$ cat src/rtl/core/idm_pkg.sv
`timescale 1ns / 1ps
`default_nettype none
// ----------------------------------------------------------------------------
// idm_pkg
// Shared constants, codes and types of the image distortion model distance.
// ----------------------------------------------------------------------------
package idm_pkg;

   localparam int IMG_SIDE = 30;
   localparam int MAX_WARP = 7;
   localparam int PIX_CNT  = IMG_SIDE * IMG_SIDE;

   localparam int GW      = 11;                    // gradient width
   localparam int WARP_W  = 3;                     // warp register width
   localparam int XW      = $clog2(IMG_SIDE);      // coordinate width
   localparam int CW      = $clog2(IMG_SIDE + 2);  // coordinate plus one
   localparam int SW      = XW + WARP_W + 1;       // window bound arithmetic
   localparam int AW      = $clog2(PIX_CNT);       // store address width
   localparam int SQ1_W   = 2 * GW;                // one squared difference
   localparam int SQ_W    = SQ1_W + 1;             // h plus v squares
   localparam int PATCH_W = SQ_W + 4;              // nine positions
   localparam int DW      = 37;                    // distance width

   localparam logic [DW-1:0]     DIST_ONES  = {DW{1'b1}};
   localparam logic [WARP_W-1:0] WARP_RESET = WARP_W'(3);

   localparam logic [1:0] ACT_TEST   = 2'd0;
   localparam logic [1:0] ACT_TRAIN  = 2'd1;
   localparam logic [1:0] ACT_REPORT = 2'd2;

   typedef struct packed {
      logic          wr_test;
      logic          wr_train;
      logic          start;
      logic [AW-1:0] addr;
      logic [GW-1:0] grad_h;
      logic [GW-1:0] grad_v;
   } ctrl_type;

   typedef struct packed {
      logic          valid;
      logic [DW-1:0] value;
   } link_type;

endpackage
`default_nettype wire

$ cat src/rtl/core/idm_cell.sv
`timescale 1ns / 1ps
`default_nettype none
// ----------------------------------------------------------------------------
// idm_cell
// One insertion-sort cell: keep the smaller value, pass the other on.
// ----------------------------------------------------------------------------
module idm_cell (
   input  wire logic              clock,
   input  wire logic              reset,
   input  wire logic              clear,
   input  wire idm_pkg::link_type link_in,
   output idm_pkg::link_type      link_out,
   output logic [idm_pkg::DW-1:0] held
);

   logic [idm_pkg::DW-1:0] held_ff, held_in;
   idm_pkg::link_type      out_ff, out_in;

   always_comb begin
      held_in      = held_ff;
      out_in.valid = link_in.valid;
      out_in.value = link_in.value;
      if (clear) begin
         held_in      = idm_pkg::DIST_ONES;
         out_in.valid = 1'b0;
      end else if (link_in.valid && (link_in.value < held_ff)) begin
         held_in      = link_in.value;
         out_in.value = held_ff;
      end
   end

   always_ff @(posedge clock) begin
      if (reset) begin
         held_ff      <= idm_pkg::DIST_ONES;
         out_ff.valid <= 1'b0;
      end else begin
         held_ff      <= held_in;
         out_ff.valid <= out_in.valid;
      end
      out_ff.value <= out_in.value;
   end

   assign link_out = out_ff;
   assign held     = held_ff;

endmodule
`default_nettype wire

$ cat config.mk
export PLATFORM = sky130hd
export DESIGN_NAME = idm_cell
export DESIGN_NICKNAME = d
export VERILOG_FILES = /design/src/rtl/core/idm_pkg.sv /design/src/rtl/core/idm_cell.sv
export SDC_FILE = /design/constraint.sdc
export NUM_CORES = 1
export LEC_CHECK = 0
export BUFFER_PORTS_ARGS = -buffer_cell sky130_fd_sc_hd__buf_2
export CAP_MARGIN = 10
export CORE_MARGIN = 8
export CORE_UTILIZATION = 46
export DETAILED_ROUTE_END_ITERATION = 8
export GPL_TIMING_DRIVEN = 0
export PLACE_DENSITY_LB_ADDON = 0.08
export SLEW_MARGIN = 20
export SYNTH_ARGS = -nofsm -noshare
export SYNTH_HDL_FRONTEND = slang
export SYNTH_SLANG_ARGS = --single-unit
$ cat constraint.sdc
create_clock -name clock -period 2.43 [get_ports clock]
set_input_delay 0.1215 -clock clock [delete_from_list [all_inputs] [get_ports clock]]
set_output_delay 0.1215 -clock clock [all_outputs]
set_load 0.01 [all_outputs]
Yosys cells after proc, flatten, opt, wreduce, memory -nomap -nowiden
Cells that the tools add are included.

word-level totals
  word-level logic and storage cells = 8
  register bits after elaboration = 75
  output and inout bits = 75

operators by class
  reduce and logical (&&, ||, !) cells = 2
  magnitude comparators = 1
  multiplexer cells = 2

operators by type and width
  kind                         count
  two-way mux 37 bit           2
  less-than comparator 37 bit  1
  OR reduction 2 bit           1
  logical AND 1 bit            1

Logic depth before layout (Yosys ltp)
Gate-level depths: netlist (run 1).

  depth after elaboration = 4
  mapped depth = 10

Worst setup path after synthesis (run 1)
OpenSTA, ideal clock, no wires.

  path kind = register to register
  from = register held_ff (netlist bit held[7])
  to = register out_ff (netlist bit link_out[16])
  stages on the path, launching flop included = 10
  required time = 2.309 ns
  period minus slack after synthesis = 2.614 ns
  setup slack = -0.184 ns
  arrival time = 2.493 ns
  library setup time = 0.121 ns
  cells stage by stage = dfxtp_1 -> inv_1 -> ha_1 -> a21o_1 -> a221o_1 -> a221oi_2 -> o211ai_2 -> nor3_4 -> buf_6 -> mux2_2

RTL lines
  what                    RTL line        RTL
  from (decl)             idm_cell.sv:16  logic [idm_pkg::DW-1:0] held_ff, held_in;
  from (signal assigned)  idm_cell.sv:34  held_ff <= idm_pkg::DIST_ONES;
  from (signal assigned)  idm_cell.sv:37  held_ff <= held_in;
  to (decl)               idm_cell.sv:17  idm_pkg::link_type out_ff, out_in;

Final worst setup path (run 1)
  from = register held_ff (netlist bit held[6])
  to = register held_ff (netlist bit held[26])

between the ends
  word-level cells in the longest chain between the ends = 2

RTL lines
  what                         RTL line        RTL
  less-than comparator 37 bit  idm_cell.sv:26  end else if (link_in.valid && (link_in.value < held_ff)) begin
  logical AND 1 bit            idm_cell.sv:26

No other way between the ends.
A chain may end at the register's enable or synchronous reset.

==> results of run 1 <==
[cell usage after synthesis (2+ instances only)]
library cell   n
nand2_1       11
nand3_1        2
ha_1          36
nor2_1         3
mux2_2        30
inv_1         38
nor3b_1       38
a211o_1       37
clkbuf_1       5
buf_1          2
mux2_1         7
buf_4          4
dfxtp_1       75
nand4_1        5
buf_6          6
a21oi_1       11
o21ai_0        7
[critical path: cells and delay by family (launching register included)]
| family | cells | cell delay, ns |
|---|---|---|
| DFF | 1 | 0.35 |
| buffers and inverters | 3 | 0.33 |
| AOI/OAI and AO/OA | 4 | 1.08 |
| and+or+nand+nor | 2 | 0.43 |
| adders and majority gates | 1 | 0.23 |
[placed cells by master (no fill, tap or decap), drive strengths merged, types with 2 or more instances in the layout]
master	n
nand4	6
a21oi	11
inv	38
or2	2
nor3b	38
dfxtp	75
mux2	37
buf	146
nor2	3
o21ai	7
a221oi	2
a211o	37
nand3	2
a211oi	2
ha	36
bufinv	3
nand2	11
clkbuf	17
nor3	2
[power groups by stage]
stage	clock network (mW)	logic, mW	registers [mW]
2_1_floorplan	0	0.261	1.42
3_3_place_gp	0	0.496	1.38
3_5_place_dp	0	0.503	1.38
4_1_cts	1.22	0.621	1.35
5_1_grt	1.27	0.687	1.36
6_report	1.20	0.628	1.35
[worst paths after layout]
kind	slack, ns	from	endpoint
min reg2reg	0.49	held[22]	held[22]
max	-0.1	held[6]	held[26]
max reg2reg	-0.1	held[6]	held[26]
min	0.02	link_in[29]	link_out[29]
[stage by stage]
step / instances / util (%)
2_1_floorplan: 338 / -
3_3_place_gp: 555 / 56.5
3_5_place_dp: 555 / 56.5
4_1_cts: 587 / 65.9
5_1_grt: 588 / 66.4
6_report: 588 / 66.4
[metal layers]
metal  GRT usage (%)  vias up  wire, um
met3            6.39       11       636
met1            20.2     1435      4190
met4            6.63        0       138
met2            29.1       78      4620
li1                -     1503         -
met5               0        -         0
[state kept, by name (all words and copies together), names as in the netlist]
signal and count:
link_out 38, held 37
[cells by family (layout without fill, tap and decap cells)]
kind of cell,count (synthesis),after routing
compound gates,66,66
buf+inv,57,205
simple gates,67,67
fa+ha+maj,36,36
mux,37,37
flops,75,75
[final cells by class]
| class | count | area, um2 |
|---|---|---|
| clock buffer | 11 | 151 |
| buffer | 19 | 181 |
| fill | 655 | 2580 |
| timing repair buffer | 133 | 766 |
| clock inverter | 4 | 97.6 |
| inverter | 38 | 143 |
| sequential | 75 | 1520 |
| tap | 102 | 128 |
| multi-input combinational | 206 | 2120 |
[timing repair]
| action | in CTS | in global routing |
|---|---|---|
| pin swaps | 18 | 9 |
| cloned | 2 | 0 |
| resized for setup | 78 | 10 |
| setup endpoints to repair | 74 | 74 |
| setup buffers | 15 | 1 |
==> impl_metrics.toml, run 1 <==
[global_routing]
grtUsageTotal_pct = 17.6
grt_max_degree = 13
antenna_found_initial = 0
grt_overflow = 0
grt_pass1_wl_um = 15900
grt_pass1_vias = 3266

[synth]
synthArstFlopShare_pct = 0
seq_area_frac_synth_pct = 41.3
yosysTopAreaCell = "dfxtp_1"
ys_seq_elements = 75
synth_compound_area_share_pct = 14.4
synthAdderAreaFrac_pct = 12.4
avgSynthCellArea_um2 = 10.7
synth_cell_type_count = 38
synth_area_um2 = 3630
synth_flop_cell = "dfxtp_1"
synth_fp_nets = 415
yosys.area_share.simple_pct = 12.7
synth_top_area_share_pct = 41.3
synth_warnings = 0
synthXorXnorAreaFrac_pct = 0
synth_top_family_by_area = "compound AO/OA/AOI/OAI gates"
synth_mux_area_share_pct = 11.5
synth_edf_count = 0
syn_inst = 338
yosys-top-cells-area = "dfxtp_1, ha_1, mux2_2, a211o_1, nor3b_1"

[cells_and_area]
diodes = 0
nNetsFinal = 559
drive_gt1_share_pct = 48.8
area_delta_synth_final_pct = 40.5
final_area_um2 = 5100

[floorplan]
placementRows = 32
coreArea_um2 = 7690
dieArea_um2 = 11000
io_pins = 116
fp.dieW_um = 105
start_util_pct = 47.2
dieHeight_um = 105

[clock_tree]
cts_tree = "yes"
cts_buffers = 9
h-tree-depth = 3
root_buffer = "clkbuf_8"
cts_buffer_depth = 2
cts_hold_buffers = 0
clkLatencyLatePin_ns = 0.35
numClockSinks = 75
clk_pin_slew_worst_paths_ns = 0.08

[critical_path]
cp_max_fo = 10
slowest_stage = "dfxtp_2"
slowest_delay_ns = 0.35
worstSetupPathType = "register to register"
required_ns = 2.66
end_kind = "register"
ff2ff_path_depth = 10
cp_common_cell = "buf_6"
critPathArrivalTime_ns = 2.76
worstPathCellList = "inv_2, ha_4, and3_4, a221o_1, a221oi_2, o211ai_2, or2_1, buf_6, buf_6, a211o_1"
start_kind = "register"

[routing]
drt.antenna.violating_nets = 0
wl_per_cell_um = 16.3
first_pass_iters = 4
drt-initial-drc-count = 69
drc = 0
vias = 3027
wirelength_um = 9590
vias_per_cell = 5.15

[sta]
fin_crit_sh_pct = 104
tightest_slew_ns = 0.560
hold_violations = 0
holdWs_ns = 0.0233
slew_headroom_pct = 62.7
layout_setup_ws_ns = -0.0972
rsz0062_at_grt = "true"
tns_ns = -4.81
clock.fmax_mhz = 396
worst_clock_skew_ns = 0.0121
fin_crit_ns = 2.53
slew_violations = 0
setup_viol = 74

[power_and_ir_drop]
p_leak_nw = 2.52
pwr-share-clk_pct = 37.6
cellInternalPower_mw = 2.38
peakVddDrop_uv = 284
pwr-share-seq_pct = 42.6
power.switching_mw = 0.801
power_mw = 3.18
power_frac_comb_pct = 19.7
p_per_area_nw_per_um2 = 623
netSwitchingFraction_pct = 25.2

[worst_hold_path]
holdPathStages = 2
hp-class = "input port to register"

[run_status]
run_status = "finished with violations"
violations = "setup timing"

[job]
cap_violations = 0

[place]
placed_cell_area_um2 = 4350
preCtsSetupSlack_ns = -0.581
hpwl_um = 6690
gp_congestion = 0.748
portBuffers = 115
Power figures use the tool's default switching activity.
==> inputs of run 2 (changes only) <==
--- a/config.mk
+++ b/config.mk
@@ -5,7 +5,7 @@
 export SDC_FILE = /design/constraint.sdc
 export NUM_CORES = 1
 export LEC_CHECK = 0
-export BUFFER_PORTS_ARGS = -buffer_cell sky130_fd_sc_hd__buf_2
+export BUFFER_PORTS_ARGS = -buffer_cell sky130_fd_sc_hd__clkbuf_2
 export CAP_MARGIN = 10
 export CORE_MARGIN = 8
 export CORE_UTILIZATION = 46
==> run 2 against run 1 <==
Net effect:
- the run still ends with setup timing left
- global-route usage down 0.23 points
- cell count rose by 0.68%
- hold slack improved by 0.0064 ns
- sequential power hardly changed
- count of clock-buffer cells in the layout rose by 1
- routed wire length up 0.10%
- maximum frequency about the same
- critical path depth unchanged
- flip-flop and latch count is the same
- die area did not move
- clock power is 9% higher
- via count is essentially flat
- critical path type unchanged
==> impl_metrics.toml, run 2 (same netlist as run 1, synthesis figures left out) <==
[run_status]
run_status = "finished with violations"
violations = "setup timing"

[clock_tree]
cts_tree = "yes"
cts_buffer_depth = 2
clkLatencyLatePin_ns = 0.35
root_buffer = "clkbuf_8"
cts_buffers = 9
numClockSinks = 75
cts_hold_buffers = 0
clk_pin_slew_worst_paths_ns = 0.08
h-tree-depth = 3

[cells_and_area]
largest_register_ffs = 38
area_delta_synth_final_pct = 42.5
multi_input_area_um2 = 2130
nNetsFinal = 562
final_area_um2 = 5180
diodes = 0
fillers = 644
layout.cells.most_common = "clkbuf_2"
final_util_pct = 67.4
seq_area_um2 = 1520
most-common-layout-cells = "clkbuf_2, dfxtp_1, nor3b_1"
drive_gt1_share_pct = 49.8

[critical_path]
end_kind = "register"
ff2ff_path_depth = 10
slowest_delay_ns = 0.35
reg2reg_to = "held[20]"
worstSetupPathType = "register to register"
start_kind = "register"
critPathArrivalTime_ns = 2.76
r2r_start = "held[7]"
slowest_stage = "dfxtp_2"
required_ns = 2.66
cp_max_fo = 10
worstPathCellList = "inv_2, ha_4, a21o_1, a221o_1, a221oi_2, o211ai_2, or2_1, buf_6, buf_8, a211o_1"
rrSetupSlack_ns = -0.1

[place]
portBuffers = 115
placed_cell_area_um2 = 4350
gp_congestion = 0.741
hpwl_um = 6650
preCtsSetupSlack_ns = -0.539

[power_and_ir_drop]
pwr-share-clk_pct = 39.7
power_frac_comb_pct = 19.1
p_leak_nw = 2.61
power_mw = 3.30
netSwitchingFraction_pct = 24.5
peakVddDrop_uv = 313
power.switching_mw = 0.810
pwr-share-seq_pct = 41.2
p_per_area_nw_per_um2 = 637
cellInternalPower_mw = 2.49

[floorplan]
dieHeight_um = 105
io_pins = 116
fp.dieW_um = 105
start_util_pct = 47.2
placementRows = 32
dieArea_um2 = 11000
coreArea_um2 = 7690

[job]
cap_violations = 0

[sta]
tightest_slew_ns = 0.553
fin_crit_sh_pct = 104
rsz0062_at_grt = "true"
slew_headroom_pct = 63.1
clock.fmax_mhz = 396
fin_crit_ns = 2.53
layout_setup_ws_ns = -0.0957
hold_violations = 0
worst_clock_skew_ns = 0.0112
tns_ns = -4.63
setup_viol = 73
slew_violations = 0

[routing]
first_pass_iters = 4
wirelength_um = 9600
drt.antenna.violating_nets = 0
vias = 3030
wl_per_cell_um = 16.2
drt-initial-drc-count = 124
drc = 0
vias_per_cell = 5.12

[global_routing]
grt_pass1_wl_um = 15700
grt_max_degree = 13
antenna_found_initial = 0
grt_overflow = 0
grtUsageTotal_pct = 17.3
grt_pass1_vias = 3218

[worst_hold_path]
holdPathStages = 2
hold_path_end = "link_out[29]"
hp-class = "input port to register"
min-delay-start = "link_in[29]"
==> run 2: cell type report <==
| type | instances | area share (%) |
|---|---|---|
| plain buffers | 19 | 3.50 |
| clock buffers | 12 | 3.00 |
| clock inverters | 4 | 2.32 |
| inverters | 38 | 2.75 |
| multi-input cells | 206 | 41.1 |
| flip-flops and latches | 75 | 29.4 |
| well taps | 102 | 2.46 |
| repair buffers | 136 | 15.4 |
==> run 2: timing repair <==
item	4_1_cts	5_1_grt
cloned	2	1
gates resized for setup	76	18
buffers inserted	16	2
setup endpoints to repair	74	74
pin swaps	10	9
endpoints found under the hold margin	0	0
==> run 2: power by group through the flow <==
| stage | sequential, mW | clock, mW | combinational [mW] |
|---|---|---|---|
| final | 1.36 | 1.31 | 0.631 |
| after global routing | 1.37 | 1.38 | 0.691 |
| after CTS | 1.36 | 1.33 | 0.614 |
| after detailed placement | 1.39 | 0 | 0.500 |
| after global placement | 1.38 | 0 | 0.494 |
| after floorplan | 1.42 | 0 | 0.261 |
==> run 2: stage by stage <==
stage               std cells  hold WS (ns)
detailed placement        555         0.374
finish                    592        0.0297
global route              592        0.0297
global placement          555         0.366
floorplan                 338         0.246
CTS                       589        0.0162
==> run 2: layer usage <==
layer / track usage (%) / part of all wire (%)
met4: 6.73 / 1.5
met5: 0 / 0
met2: 28.9 / 48
met3: 4.91 / 6.4
met1: 20.7 / 44
==> run 2: worst max-delay path by stage <==
stage | to | from
2_1_floorplan | link_out[16] | held[7]
3_3_place_gp | link_out[18] | held[32]
3_5_place_dp | link_out[23] | held[32]
4_1_cts | held[26] | held[7]
5_1_grt | held[17] | held[7]
6_report | held[20] | held[7]
==> run 2: worst max-delay path: cells and delay by family, from the launching register on <==
family | cells | cell delay (ns)
DFF | 1 | 0.35
buffers and inverters | 3 | 0.33
AOI/OAI and AO/OA | 5 | 1.25
adders and majority gates | 1 | 0.21
and+or+nand+nor | 1 | 0.27
==> inputs of run 3 (changes only) <==
--- a/config.mk
+++ b/config.mk
@@ -5,10 +5,12 @@
 export SDC_FILE = /design/constraint.sdc
 export NUM_CORES = 1
 export LEC_CHECK = 0
+export ABC_AREA = 1
 export BUFFER_PORTS_ARGS = -buffer_cell sky130_fd_sc_hd__clkbuf_2
 export CAP_MARGIN = 10
 export CORE_MARGIN = 8
-export CORE_UTILIZATION = 46
+export CORE_UTILIZATION = 57
+export CTS_CLUSTER_DIAMETER = 100
 export DETAILED_ROUTE_END_ITERATION = 8
 export GPL_TIMING_DRIVEN = 0
 export PLACE_DENSITY_LB_ADDON = 0.08
==> constraint.sdc (replaced) <==
create_clock -name clock -period 3.2 [get_ports clock]
set_input_delay 0.16 -clock clock [delete_from_list [all_inputs] [get_ports clock]]
set_output_delay 0.16 -clock clock [all_outputs]
set_load 0.01 [all_outputs]
==> run 3 against run 2 <==
Net effect:
- the flow now finishes without violations
- critical endpoint is now link_out[23]
- non-clock buffer count is 7 lower
- largest cell class unchanged
- hold slack got worse by 0.0083 ns
- worst setup slack gained 1.1 ns
- clock power decreased by 44%
- sequential power fell by 24%
- combinational power fell by 28%
- flip-flop and latch count unchanged
- critical path type unchanged
- highest routed layer unchanged
- maximum frequency rose by 17%
==> impl_metrics.toml, run 3 <==
[sta]
fin_crit_sh_pct = 67.5
tns_ns = 0
setup_viol = 0
rsz0062_at_grt = "false"
slew_violations = 0
fin_crit_ns = 2.16
tightest_slew_ns = 0.809
hold_violations = 0
slew_headroom_pct = 45.9
worst_clock_skew_ns = 0.0100
clock.fmax_mhz = 463

[power_and_ir_drop]
power_mw = 2.23
p_leak_nw = 2.94
peakVddDrop_uv = 280
p_per_area_nw_per_um2 = 446

[critical_path]
cp_max_fo = 10
r2r_start = "held[28]"
required_ns = 3.49
ff2ff_path_depth = 12
critPathArrivalTime_ns = 2.45
worstSetupPathType = "register to register"
reg2reg_to = "link_out[23]"
end_kind = "register"
start_kind = "register"
rrSetupSlack_ns = 1.04
critPathLaunch = "held[28]"
critPathCapture = "link_out[23]"

[clock_tree]
cts_buffers = 9
cts_buffer_depth = 2
clkLatencyLatePin_ns = 0.35
root_buffer = "clkbuf_8"
cts.repair.resized = 0
numClockSinks = 75
h-tree-depth = 3
cts_tree = "yes"
clk_pin_slew_worst_paths_ns = 0.08

[synth]
synth_commonest_cells = "nand2_1, nand4_1, dfxtp_1"
ys_seq_elements = 75
synth_flop_cell = "dfxtp_1"
synth_warnings = 0
yosysTopAreaCell = "dfxtp_1"
synth_mux_area_share_pct = 0
syn_inst = 534
synth_top_family_by_area = "simple AND/OR/NAND/NOR gates"
synth_fp_nets = 611
synthArstFlopShare_pct = 0
synth_cell_type_count = 26
seq_area_frac_synth_pct = 36.7
synth_area_um2 = 4090
avgSynthCellArea_um2 = 7.67
synth_edf_count = 0
synthAdderAreaFrac_pct = 11.0
yosys.area_share.simple_pct = 38.0
yosys-top-cells-area = "dfxtp_1, nand2_1, nand4_1, ha_1, inv_1"
synth_most_common_cell = "nand2_1"
synthXorXnorAreaFrac_pct = 0
synth_compound_area_share_pct = 2.05
synth_top_area_share_pct = 36.7

[routing]
drc = 0
wl_per_cell_um = 14.2
vias_per_cell = 5.30
drt.antenna.violating_nets = 0
drt-initial-drc-count = 133
first_pass_iters = 5
vias = 4057
wirelength_um = 10900

[cells_and_area]
drive_gt1_share_pct = 27.2
nNetsFinal = 738
largest_register_ffs = 38
fillers = 631
area_delta_synth_final_pct = 22.3
layout.cells.most_common = "nand2_1"
diodes = 0
most-common-layout-cells = "nand2_1, clkbuf_2, nand4_1"

[global_routing]
grtUsageTotal_pct = 22.1
grt_overflow = 0
grt_max_degree = 14
grt_pass1_wl_um = 18400
grt_pass1_vias = 4071
antenna_found_initial = 0

[floorplan]
start_util_pct = 57.7
coreArea_um2 = 7100
dieArea_um2 = 10200
dieHeight_um = 101
fp.dieW_um = 101
placementRows = 31
io_pins = 116

[place]
portBuffers = 115
gp_congestion = 0.852
hpwl_um = 7980

[worst_hold_path]
hp-class = "input port to register"

[run_status]
run_status = "finished clean"

[job]
cap_violations = 0
-- run 3: repair_timing --
item | in CTS | in global routing
hold buffers | 1 | 0
hold endpoints to repair | 1 | 0
setup buffers | 0 | 0
-- run 3: per-layer routing --
layer | track usage [%] | part of all wire [%] | up-vias
met2 | 37.4 | 49 | 120
met4 | 8.37 | 1.0 | 0
li1 | - | - | 2025
met1 | 26.5 | 44 | 1902
met5 | 0 | 0 | -
met3 | 4.70 | 6.7 | 10
-- run 3: how the worst min path moves through the flow --
| stage | slack [ns] | cells past startpoint | endpoint | from |
|---|---|---|---|---|
| finish | 0.02 | 2 | link_out[37] | clear |
| global route | 0.03 | 2 | link_out[37] | clear |
| CTS | 0.01 | 2 | link_out[37] | clear |
| detailed placement | 0.35 | 2 | link_out[37] | reset |
| global placement | 0.34 | 2 | link_out[37] | reset |
| floorplan | 0.24 | 1 | link_out[37] | reset |
-- run 3: final cells by class --
| type | count | area (um2) | share of cell area, % |
|---|---|---|---|
| multi-input combinational | 364 | 2090 | 41.7 |
| sequential | 75 | 1500 | 30.0 |
| buffer | 32 | 268 | 5.35 |
| tap | 99 | 124 | 2.47 |
| inverter | 63 | 236 | 4.72 |
| timing repair buffer | 116 | 586 | 11.7 |
| clock inverter | 6 | 65.1 | 1.30 |
| clock buffer | 10 | 138 | 2.75 |
-- run 3: logic make-up after synthesis --
family                     count (synthesis)
and+or+nand+nor                          315
buffers and inverters                     95
DFF                                       75
adders and majority gates                 36
AOI/OAI and AO/OA                         13
-- run 3: per-stage QoR --
step                cells  instance area [um2]  setup slack (ns)  util (%)  hold slack (ns)
global placement      748                 4790              1.11      67.5            0.340
finish                765                 5010              1.04      70.5           0.0214
detailed placement    748                 4790              1.08      67.5            0.346
global route          765                 5010             0.836      70.5           0.0336
floorplan             534                 4090              1.29         -            0.237
CTS                   765                 5010              1.05      70.5           0.0105
-- run 3: power breakdown --
group | switching [mW] | internal, mW
combinational | 0.274 | 0.178
sequential | 0.0364 | 1.01
clock | 0.360 | 0.380
total | 0.670 | 1.56
-- run 3: critical path: stages (launching register included) --
cell     delay [ns]
dfxtp_1        0.38
inv_1          0.06
ha_1           0.29
nand2_1        0.14
inv_2          0.05
a21oi_1        0.22
nand2_1        0.08
nand2_1        0.06
nand2_1        0.08
nor2_4         0.24
buf_2          0.30
nand4_1        0.11
nand2_1        0.11
